## src/sqec_pkg.sv

```systemverilog
// Package: shared types, character constants and helper functions for the quote classifier.
`default_nettype none
package sqec_pkg;

  // Character codes the classifier reacts to
  localparam logic [7:0] CH_TAB    = 8'h09;
  localparam logic [7:0] CH_CR     = 8'h0D;
  localparam logic [7:0] CH_SPACE  = 8'h20;
  localparam logic [7:0] CH_DQUOTE = 8'h22;
  localparam logic [7:0] CH_HASH   = 8'h23;
  localparam logic [7:0] CH_DOLLAR = 8'h24;
  localparam logic [7:0] CH_SQUOTE = 8'h27;
  localparam logic [7:0] CH_LPAREN = 8'h28;
  localparam logic [7:0] CH_RPAREN = 8'h29;
  localparam logic [7:0] CH_LBRACE = 8'h7B;
  localparam logic [7:0] CH_RBRACE = 8'h7D;

  typedef enum logic [1:0] {
    CL_DQUOTE = 2'd0,
    CL_SQUOTE = 2'd1,
    CL_PAREN  = 2'd2,
    CL_BRACE  = 2'd3
  } closer_t;

  typedef enum logic [1:0] {
    CLS_NONE   = 2'd0,
    CLS_STRING = 2'd1,
    CLS_CONST  = 2'd2
  } char_class_t;

  typedef struct packed {
    logic [7:0] char_code;
    logic       line_end;
  } in_word_t;

  typedef struct packed {
    char_class_t char_class;
    logic        stack_overflow;
  } out_word_t;

  // Command from the classifier to the closer stack
  typedef struct packed {
    logic    push;
    logic    pop;
    logic    clear;
    closer_t code;
  } stack_cmd_t;

  function automatic logic [7:0] closer_char(input closer_t code);
    logic [7:0] ch;
    unique case (code)
      CL_DQUOTE: ch = CH_DQUOTE;
      CL_SQUOTE: ch = CH_SQUOTE;
      CL_PAREN:  ch = CH_RPAREN;
      CL_BRACE:  ch = CH_RBRACE;
      default:   ch = CH_RBRACE;
    endcase
    return ch;
  endfunction

  function automatic char_class_t closer_style(input closer_t code);
    char_class_t cls;
    unique case (code)
      CL_DQUOTE: cls = CLS_STRING;
      CL_SQUOTE: cls = CLS_STRING;
      CL_PAREN:  cls = CLS_NONE;
      CL_BRACE:  cls = CLS_CONST;
      default:   cls = CLS_NONE;
    endcase
    return cls;
  endfunction

  function automatic logic is_word_byte(input logic [7:0] c);
    logic blank;
    logic delim;
    blank = (c == CH_SPACE) || ((c >= CH_TAB) && (c <= CH_CR));
    delim = (c == CH_DQUOTE) || (c == CH_SQUOTE) || (c == CH_LPAREN) || (c == CH_RPAREN);
    return !(blank || delim);
  endfunction

endpackage
`default_nettype wire

```

## src/shell_quote_expansion_classifier.sv

```systemverilog
// Top level: per-character shell quote and expansion classifier with input and result registers.
//
// Usage:
//   in_valid/in_ready carry one character word per accepted beat: char_code and
//   line_end (set on the last character of a line). out_valid/out_ready carry
//   one result word per character: char_class (0 none, 1 string, 2 constant)
//   and stack_overflow (a quote or expansion push was dropped, stack full).
//   A word accepted into the input register is classified and written to the
//   result register, which drives out_valid and out_data.
//   Throughput: one character per cycle while out_ready stays high; the
//   classification of a word against the closer stack top is a single
//   registered step, and the stack top and next entry sit in registers so
//   pushes and pops back to back need one memory port each way.
//   Stall: when out_ready is low the result register holds, then the input
//   register holds and in_ready drops; nothing is lost or repeated.
//   Reset (rst_n low, synchronous): both registers empty, stack count and all
//   line flags cleared. Line end clears the stack and line flags after its character.
`default_nettype none
module shell_quote_expansion_classifier #(
  parameter int STACK_DEPTH = 16
) (
  input  wire logic                 clk,
  input  wire logic                 rst_n,
  input  wire logic                 in_valid,
  output      logic                 in_ready,
  input  wire sqec_pkg::in_word_t   in_data,
  output      logic                 out_valid,
  input  wire logic                 out_ready,
  output      sqec_pkg::out_word_t  out_data
);
  import sqec_pkg::*;

  localparam int CNT_W = $clog2(STACK_DEPTH + 1);

  // Input stage
  logic     in_v_r;
  logic     in_v_nxt;
  in_word_t in_r;

  // Result stage
  logic      out_v_r;
  out_word_t out_r;
  out_word_t out_nxt;

  // Line state
  logic context_r, context_nxt;
  logic comment_r, comment_nxt;
  logic dollar_r, dollar_nxt;
  logic varword_r, varword_nxt;

  logic             advance;
  logic             fire;
  logic             in_take;
  stack_cmd_t       cmd;
  logic [CNT_W-1:0] stk_count;
  closer_t          stk_top;

  // Classifier decision signals
  logic        stk_full;
  logic        stk_nonempty;
  logic        push_req;
  closer_t     push_code;
  logic        do_push;
  logic        do_pop;
  char_class_t cls;

  // Result register frees when empty or being taken; input register follows
  assign advance  = !out_v_r || out_ready;
  assign in_ready = !in_v_r || advance;
  assign in_take  = in_valid && in_ready;
  assign fire     = in_v_r && advance;
  assign in_v_nxt = in_take || (in_v_r && !advance);

  assign stk_full     = (stk_count == CNT_W'(STACK_DEPTH));
  assign stk_nonempty = (stk_count != '0);

  always_comb begin
    logic       done;
    logic [7:0] c;
    logic       le;
    done         = comment_r;
    c            = in_r.char_code;
    le           = in_r.line_end;
    cls          = CLS_NONE;
    push_req     = 1'b0;
    push_code    = CL_DQUOTE;
    do_pop       = 1'b0;
    context_nxt  = context_r;
    comment_nxt  = comment_r;
    dollar_nxt   = dollar_r;
    varword_nxt  = varword_r;

    // Character right after a '$': expansion opener or start of a bare word
    if (!done && dollar_r) begin
      dollar_nxt = 1'b0;
      if (c == CH_LPAREN || c == CH_LBRACE) begin
        push_req    = 1'b1;
        push_code   = (c == CH_LPAREN) ? CL_PAREN : CL_BRACE;
        cls         = CLS_CONST;
        context_nxt = 1'b1;
        done        = 1'b1;
      end else begin
        varword_nxt = 1'b1;
      end
    end

    // Inside a bare $word: word bytes stay constant, anything else ends it
    if (!done && varword_nxt) begin
      if (is_word_byte(c)) begin
        cls  = CLS_CONST;
        done = 1'b1;
      end else begin
        varword_nxt = 1'b0;
      end
    end

    if (!done) begin
      if (!context_r && c == CH_HASH) begin
        // Comment start: rest of the line is plain
        comment_nxt = 1'b1;
      end else if (stk_nonempty && c == closer_char(stk_top)) begin
        // Matching closer: pop it
        cls         = (closer_style(stk_top) == CLS_STRING) ? CLS_STRING : CLS_CONST;
        do_pop      = 1'b1;
        context_nxt = 1'b1;
      end else begin
        if (c == CH_DQUOTE) begin
          push_req  = 1'b1;
          push_code = CL_DQUOTE;
        end else if (c == CH_SQUOTE) begin
          push_req  = 1'b1;
          push_code = CL_SQUOTE;
        end else if (c == CH_DOLLAR && !le) begin
          dollar_nxt = 1'b1;
          cls        = CLS_CONST;
        end
        // A dropped push leaves the stack and its top style as they were
        context_nxt = stk_nonempty || (push_req && !stk_full);
        if (cls == CLS_NONE) begin
          if (push_req && !stk_full) begin
            cls = CLS_STRING;
          end else if (stk_nonempty) begin
            cls = closer_style(stk_top);
          end
        end
      end
    end

    do_push = push_req && !stk_full;

    // Drop all line state after the last character
    if (le) begin
      context_nxt = 1'b0;
      comment_nxt = 1'b0;
      dollar_nxt  = 1'b0;
      varword_nxt = 1'b0;
    end

    out_nxt.char_class     = cls;
    out_nxt.stack_overflow = push_req && stk_full;
  end

  assign cmd.push  = fire && do_push;
  assign cmd.pop   = fire && do_pop;
  assign cmd.clear = fire && in_r.line_end;
  assign cmd.code  = push_code;

  sqec_stack #(
    .STACK_DEPTH(STACK_DEPTH)
  ) u_stack (
    .clk   (clk),
    .rst_n (rst_n),
    .cmd   (cmd),
    .count (stk_count),
    .top   (stk_top)
  );

  // Control registers
  always_ff @(posedge clk) begin
    if (!rst_n) begin
      in_v_r    <= 1'b0;
      out_v_r   <= 1'b0;
      context_r <= 1'b0;
      comment_r <= 1'b0;
      dollar_r  <= 1'b0;
      varword_r <= 1'b0;
    end else begin
      in_v_r <= in_v_nxt;
      if (advance) begin
        out_v_r <= in_v_r;
      end
      if (fire) begin
        context_r <= context_nxt;
        comment_r <= comment_nxt;
        dollar_r  <= dollar_nxt;
        varword_r <= varword_nxt;
      end
    end
  end

  // Payload registers: hold while stalled
  always_ff @(posedge clk) begin
    if (in_take) begin
      in_r <= in_data;
    end
    if (fire) begin
      out_r <= out_nxt;
    end
  end

  assign out_valid = out_v_r;
  assign out_data  = out_r;

endmodule
`default_nettype wire

```

## src/sqec_stack.sv

```systemverilog
// Closer stack: top and next entry in registers, deeper entries in a one-read one-write memory.
`default_nettype none
module sqec_stack #(
  parameter int STACK_DEPTH = 16
) (
  input  wire logic                               clk,
  input  wire logic                               rst_n,
  input  wire sqec_pkg::stack_cmd_t               cmd,
  output      logic [$clog2(STACK_DEPTH+1)-1:0]   count,
  output      sqec_pkg::closer_t                  top
);
  import sqec_pkg::*;

  localparam int CNT_W = $clog2(STACK_DEPTH + 1);
  localparam int IDX_W = $clog2(STACK_DEPTH);

  // mem[i] holds entry i for every i below count-1; the top lives in top_r
  closer_t mem [STACK_DEPTH];
  closer_t top_r;
  closer_t below_r;
  logic [CNT_W-1:0] cnt_r;
  logic [CNT_W-1:0] cnt_nxt;
  logic [CNT_W-1:0] wr_pos;
  logic [CNT_W-1:0] rd_pos;
  logic [IDX_W-1:0] wr_idx;
  logic [IDX_W-1:0] rd_idx;

  assign wr_pos = cnt_r - CNT_W'(1);
  assign rd_pos = cnt_r - CNT_W'(3);
  assign wr_idx = wr_pos[IDX_W-1:0];
  assign rd_idx = rd_pos[IDX_W-1:0];

  always_comb begin
    priority if (cmd.clear) begin
      cnt_nxt = '0;
    end else if (cmd.push) begin
      cnt_nxt = cnt_r + CNT_W'(1);
    end else if (cmd.pop) begin
      cnt_nxt = cnt_r - CNT_W'(1);
    end else begin
      cnt_nxt = cnt_r;
    end
  end

  always_ff @(posedge clk) begin
    if (!rst_n) begin
      cnt_r <= '0;
    end else begin
      cnt_r <= cnt_nxt;
    end
  end

  // Spill the old top on push; refill the next entry from memory on pop
  always_ff @(posedge clk) begin
    if (cmd.push) begin
      if (cnt_r != '0) begin
        mem[wr_idx] <= top_r;
      end
      top_r   <= cmd.code;
      below_r <= top_r;
    end else if (cmd.pop) begin
      top_r   <= below_r;
      below_r <= mem[rd_idx];
    end
  end

  assign count = cnt_r;
  assign top   = top_r;

endmodule
`default_nettype wire

```

## config.mk

```make
export PLATFORM = sky130hd
export DESIGN_NAME = shell_quote_expansion_classifier
export DESIGN_NICKNAME = d
export VERILOG_FILES = /design/src/sqec_pkg.sv /design/src/shell_quote_expansion_classifier.sv /design/src/sqec_stack.sv
export SDC_FILE = /design/constraint.sdc
export NUM_CORES = 1
export LEC_CHECK = 0
export ABC_AREA = 1
export BUFFER_PORTS_ARGS = -buffer_cell sky130_fd_sc_hd__buf_2
export CAP_MARGIN = 40
export CORE_UTILIZATION = 55
export CTS_BUF_LIST = sky130_fd_sc_hd__clkbuf_4
export DETAILED_ROUTE_END_ITERATION = 10
export PLACE_DENSITY = 0.75
export SLEW_MARGIN = 0
export SYNTH_ARGS = -nofsm -noshare
export SYNTH_HDL_FRONTEND = slang
export SYNTH_SLANG_ARGS = --single-unit
```

## constraint.sdc

```tcl
create_clock -name clk -period 3.6 [get_ports clk]
set_input_delay 0.72 -clock clk [delete_from_list [all_inputs] [get_ports clk]]
set_output_delay 0.72 -clock clk [all_outputs]
set_load 0.05 [all_outputs]
```

== Word-level counts from Yosys, hierarchy flattened ==
Memories as Yosys holds them, arrays and structs flattened.
Index checks and enable logic that the tools add are counted.

* Flip-flop bits (word level): 27
* RAM bits: 32
* Input port bits: 13
* Output and inout port bits: 5
* Word-level logic and storage cells: 156
* Memories: 1

* $add $sub $neg: 3
* Magnitude comparators: 2
* Equal/unequal tests: 15
* Mux-type cells: 80
* Bitwise gates (word level): 1
* Reductions and logical operators: 41

{| class="wikitable"
|+ Memories
! name !! words !! bits a word !! rd ports !! clocked after memory_dff !! write ports !! RTL line !! RTL
|-
| u_stack.mem || 16 || 2 || 1 || 0 || 1 || sqec_stack.sv:18 || <nowiki>closer_t mem [STACK_DEPTH];</nowiki>
|}

{| class="wikitable"
|+ Operators with widths
! cell !! number
|-
| 2-bit two-way mux || 31
|-
| 8-bit by 6-bit == test with 1-bit output, second input constant || 7
|-
| 1-bit two-way mux || 43
|-
| 8-bit case mux with 4 select lines || 1
|-
| 8-bit two-way mux || 2
|-
| 1-bit logical AND || 15
|-
| 1-bit logical OR || 10
|-
| 5-bit two-way mux || 2
|-
| 8-bit by 7-bit == test with 1-bit output, second input constant || 1
|-
| 8-bit == test || 1
|-
| 8-bit by 4-bit greater-or-equal comparator with 1-bit output, second input constant || 1
|-
| 8-bit by 4-bit less-or-equal comparator with 1-bit output, second input constant || 1
|-
| 1-bit logical NOT || 8
|-
| 2-bit case mux with 3 select lines || 1
|-
| 5-bit by 1-bit adder with 5-bit output, second input constant || 1
|-
| 5-bit == test, second input constant || 1
|-
| 5-bit nonzero test || 1
|-
| 5-bit by 1-bit subtractor with 5-bit output, second input constant || 1
|-
| 2-bit by 1-bit == test with 1-bit output, second input constant || 2
|-
| 2-bit == test, second input constant || 2
|-
| 2-bit logical NOT || 2
|-
| 2-bit nonzero test || 2
|-
| 2-bit OR reduction || 2
|-
| 4-bit by 2-bit subtractor with 4-bit output, second input constant || 1
|-
| other kinds (3) || 3
|}

== Longest topological paths before layout ==
* Word-level depth: 20
* Depth in mapped cells: 16

== Hierarchy ==
A second synthesis with hierarchy kept.

* Cells, all modules: 386
* Area, all modules: 3231.8 sq um

{| class="wikitable"
|+ Modules (own cells, without submodules)
! module !! times used !! cells an instance !! area each (sq um)
|-
| sqec_stack || 1 || 232 || 2090.8
|-
| shell_quote_expansion_classifier || 1 || 154 || 1141.1
|}

== Worst setup path before layout ==
OpenSTA, ideal clock, no wires.

* Path type: reg2reg
* From: register u_stack.cnt_r[0], in the netlist u_stack.count[0]
* To: memory u_stack.mem[0][0] (netlist name), enable pin
* Library setup time: 0.309 ns
* Arrival time: 2.139 ns
* Data required time: 3.291 ns
* Path slack: 1.152 ns
* Stages on the path, launching flop included: 16
* Buffers on the path: 3
* Cells stage by stage: dfxtp_1 > clkbuf_1 > inv_1 > buf_2 > buf_2 > ha_1 > nand3_1 > nand3_1 > nor2_2 > nor2_1 > nand3_2 > nand2_4 > nand2_8 > nor2_8 > nand2_4 > nor2_1

* Longest elaborated chain between the ends: 9
* Elaborated cells between the ends (all ways): 13
* Classes of those cells: 1 x add/sub; 1 x eq/ne; 6 x mux; 5 x reduce/logical

{| class="wikitable"
|+ Ends and longest elaborated chain
! item !! RTL line !! RTL
|-
| start, declared || sqec_stack.sv:21 || <nowiki>logic [CNT_W-1:0] cnt_r;</nowiki>
|-
| start signal, assigned || sqec_stack.sv:49 || <nowiki>cnt_r <= cnt_nxt;</nowiki>
|-
| 5-bit nonzero test || shell_quote_expansion_classifier.sv:75, sqec_stack.sv:56 ||
|-
| 1-bit logical AND || shell_quote_expansion_classifier.sv:121 || <nowiki>end else if (stk_nonempty && c == closer_char(stk_top)) begin</nowiki>
|-
| 1-bit two-way mux || shell_quote_expansion_classifier.sv:121 ||
|-
| 1-bit two-way mux || shell_quote_expansion_classifier.sv:118 || <nowiki>if (!context_r && c == CH_HASH) begin</nowiki>
|-
| 1-bit two-way mux || shell_quote_expansion_classifier.sv:117 || <nowiki>if (!done) begin</nowiki>
|-
| 1-bit logical AND || shell_quote_expansion_classifier.sv:149 || <nowiki>do_push = push_req && !stk_full;</nowiki>
|-
| 1-bit logical AND || shell_quote_expansion_classifier.sv:163 || <nowiki>assign cmd.push = fire && do_push;</nowiki>
|-
| 1-bit two-way mux || sqec_stack.sv:55 || <nowiki>if (cmd.push) begin</nowiki>
|-
| 1-bit two-way mux (not written as such) || sqec_stack.sv:57 || <nowiki>mem[wr_idx] <= top_r;</nowiki>
|-
| end, declared || sqec_stack.sv:18 ||
|}

Several ways; a longest one is shown, not always the timed one.

== Final worst setup path ==
* From: register u_stack.top_r[0], in the netlist u_stack.top[0]
* To: memory u_stack.mem[9][0] (netlist name), enable pin

* Longest elaborated chain between the ends: 13
* Elaborated cells between the ends (all ways): 16
* Classes of those cells: 4 x eq/ne; 8 x mux; 4 x reduce/logical

{| class="wikitable"
|+ Ends and longest elaborated chain
! item !! RTL line !! RTL
|-
| start, declared || sqec_stack.sv:19 || <nowiki>closer_t top_r;</nowiki>
|-
| start signal, assigned || sqec_stack.sv:59 || <nowiki>top_r <= cmd.code;</nowiki>
|-
| start signal, assigned || sqec_stack.sv:62 || <nowiki>top_r <= below_r;</nowiki>
|-
| 2-bit == test, or another cell as far along || sqec_pkg.sv:51 || <nowiki>unique case (code)</nowiki>
|-
| 8-bit case mux with 4 select lines * || sqec_pkg.sv:51 ||
|-
| 8-bit two-way mux * || shell_quote_expansion_classifier.sv:118 ||
|-
| 8-bit two-way mux * || shell_quote_expansion_classifier.sv:117 ||
|-
| 8-bit == test * || shell_quote_expansion_classifier.sv:121 ||
|-
| 1-bit logical AND * || shell_quote_expansion_classifier.sv:121 ||
|-
| 1-bit two-way mux * || shell_quote_expansion_classifier.sv:121 ||
|-
| 1-bit two-way mux * || shell_quote_expansion_classifier.sv:118 ||
|-
| 1-bit two-way mux * || shell_quote_expansion_classifier.sv:117 ||
|-
| 1-bit logical AND * || shell_quote_expansion_classifier.sv:149 ||
|-
| 1-bit logical AND * || shell_quote_expansion_classifier.sv:163 ||
|-
| 1-bit two-way mux * || sqec_stack.sv:55 ||
|-
| 1-bit two-way mux (not written as such) * || sqec_stack.sv:57 ||
|}

Mark *: on every way between the ends. The rest lies on a longest branch, timed or not. The select of a mux whose other input is x is not followed.

==> out/metrics.cfg <==
[timing]
finalHoldViolCount = 0
min_period_over_period_pct = 69.2
rsz0062_at_grt = no
final.setup.tns_ns = 0
holdWs_ns = 0.474
skew_ns = 0.0167
setup_viol = 0
min_period_ns = 2.49
drv_slew = 0
setup_ws_ns = 1.11
tightest_slew_ns = 0.620
max-slew-margin-rel_pct = 58.7
max_freq_mhz = 402

[layout]
nNetsFinal = 391
fin_cells = 449
insertedDiodeCount = 0
drive_above_1_share_pct = 18.0
area_delta_synth_final_pct = 8.33

[floorplanning]
die_x_um = 77.9
io_pins = 18
coreArea_um2 = 5540
die_area_um2 = 6070
num_rows = 27
initial_utilization_pct = 57.2
die_h_um = 77.9

[power]
power_frac_seq_pct = 60.6
finalPower_mw = 1.23
pwr_density_cell_nw_per_um2 = 359
ir_worst_vdd_v = 0.000239
internal_power_mw = 0.907
power_leakage_nw = 1.44
p_comb_share_pct = 4.6
switching_share_pct = 26.4
switchingPower_mw = 0.326
p_clk_share_pct = 34.8

[synthesis]
ys.flop_type = edfxtp_1
syn_area_per_cell_um2 = 9.08
ys_types = 34
seq_area_frac_synth_pct = 52.4
synth_nets = 368
yosysTopAreaCellShare_pct = 45.5
synth_edf_count = 48
synth_warnings = 0
yosysTopAreaCell = edfxtp_1
postSynthCellCount = 349
yosys-top-cells-count = 59 x nand2_1, 58 x nor2_1, 48 x edfxtp_1
synth.most_common_cell = nand2_1
synth_area_um2 = 3170
synthArstFlopShare_pct = 0
synth-seq-cells = 59
synth.area.top_cells = edfxtp_1 45%, nand2_1 7.0%, dfxtp_1 6.9%

[placed_design]
pre_cts_slack_ns = 1.11
dp.cells = 433
dp_hpwl_mm = 4.82
finalWeightedCongestion = 0.836
io_buffer_count = 17

[worst_setup_path]
path_class = flop to flop
cp_slowest_stage_delay_ns = 0.76
r2r-start = u_stack.top[0]
worst-path-max-fanout = 20
reg2reg_to = u_stack.mem[9][0]
arrival_ns = 2.61
critPathRequiredTime_ns = 3.72
cp_top_family = simple AND/OR/NAND/NOR gates
critPathSlowestCell = edfxtp_1
crit_path_cell_trace = nand2_1 > inv_1 > nand2_1 > nand3_1 > nor2_2 > nor2_1 > nand3_2 > nand2_4 > nand2_8 > nor2_8 > nand2_4 > nor2_1
endpoint_kind = flop
startpoint_type = flop
crit_buf_inv = 1
reg2reg_depth = 12
rrSetupSlack_ns = 1.11

[clock_tree]
tritoncts = done
post_cts_buffers = 0
cts_buffer_depth = 2
cts_hold_buf = 0
clk_pin_slew_worst_paths_ns = 0.12
cts.sink_count = 59
cts_made_buffers = 9
clock-root-buffer = clkbuf_4
cts_resized = 0
clock_latency_ns = 0.41
htreeDepth = 3

[grt]
grt_pass1_wl_mm = 11.0
grt_pass1_vias = 2337
grt_max_degree = 23
grtUsageTotal_pct = 24.2
use_met3_pct = 4.82
grt-ovfl-total = 0
grtUsageMet2_pct = 35.2
grt-busiest-layer = met2
grt_util_met1_pct = 35.0
antenna_found_initial = 0

[status]
status = complete, no violations

[min_path]
hp-class = flop to flop
hold-path-cell-count = 2
min_from = varword_r
min_delay_worst_endpoint = varword_r

[route]
wl_per_cell_um = 14.5
post-route-drc-count = 0
dr.pass1.iters = 7
drt_iter0_drc = 220
vias = 2488
drt.antenna.violating_nets = 0
drt_wl_total_mm = 6.51
vias_per_cell = 5.54

[flow_run]
cap_violations = 0

## per-layer routing
metal	wire length, um	vias up	share of wire (%)
li1	-	1221	-
met1	3100	1152	48
met2	2850	105	44
met3	472	10	7.2
met4	89	0	1.4
met5	0	-	0
## layout by cell type (no fill, tap or decap), types with 2 or more instances in the layout
cell	synthesis	routed
nor2_1	58	58
a21oi_1	10	10
clkinvlp_4	0	2
edfxtp_1	48	48
nand2_1	59	59
nor3_1	6	6
a31oi_1	2	2
nand3_1	28	28
inv_2	6	6
o211ai_1	2	2
o22ai_1	2	2
nor2_2	2	2
dfxtp_1	11	11
clkbuf_4	0	9
inv_6	0	4
nand3_2	5	5
xor2_1	4	4
buf_4	0	3
nand4_1	2	2
o21ai_0	26	26
ha_1	6	6
o221ai_1	6	6
nand2_2	7	7
nor2_4	2	2
nand2_4	6	6
inv_1	35	35
buf_2	3	17
## per-stage QoR
stage / area, um2 / utilization [%]
global route: 3430 / 62.0
global placement: 3310 / 59.7
finish: 3430 / 62.0
detailed placement: 3310 / 59.7
floorplan: 3170 / -
CTS: 3430 / 62.0
## worst min-delay path, delay by kind of cell, from the launching register on
kind            cells  cell delay [ns]
compound gates      1             0.06
flops               1             0.33
simple gates        1             0.06
## final cells by class
class | count | area [um2]
fill | 489 | 2110
clock buffer | 9 | 67.6
sequential | 59 | 1660
tap | 72 | 90.1
timing repair buffer | 20 | 108
inverter | 41 | 154
multi-input combinational | 241 | 1290
clock inverter | 7 | 58.8
## registers in the layout, indices dropped and copies added (netlist names), 2 cells and up
signal and flops:
in_r 9, out_data 3, u_stack.mem 32, u_stack.count 5, u_stack.below_r 2, u_stack.top 2
## worst max path at each step
stage                           from            endpoint  slack (ns)  depth (start not counted)
finish                u_stack.top[0]   u_stack.mem[9][0]        1.11                         12
detailed placement         out_ready  u_stack.mem[15][0]        1.11                         11
global route          u_stack.top[0]  u_stack.mem[15][0]        0.83                         12
floorplan           u_stack.count[0]   u_stack.mem[0][0]        1.15                         15
global placement           out_ready   u_stack.mem[3][0]        1.19                         11
CTS                   u_stack.top[0]   u_stack.mem[7][1]        1.12                         12
## cell families after synthesis
kind of cell / synth area share, %
fa+ha+maj: 2.37
flops: 52.4
xor+xnor: 1.38
compound gates: 9.79
buf+inv: 6.75
simple gates: 27.3
## power groups by stage
stage / sequential (mW) / clock, mW / combinational, mW
2_1_floorplan: 0.767 / 0 / 0.0361
3_3_place_gp: 0.762 / 0 / 0.0557
3_5_place_dp: 0.763 / 0 / 0.0565
4_1_cts: 0.747 / 0.440 / 0.0570
5_1_grt: 0.749 / 0.463 / 0.0647
6_report: 0.747 / 0.429 / 0.0571
No activity file was read; power rests on OpenSTA's default activity.
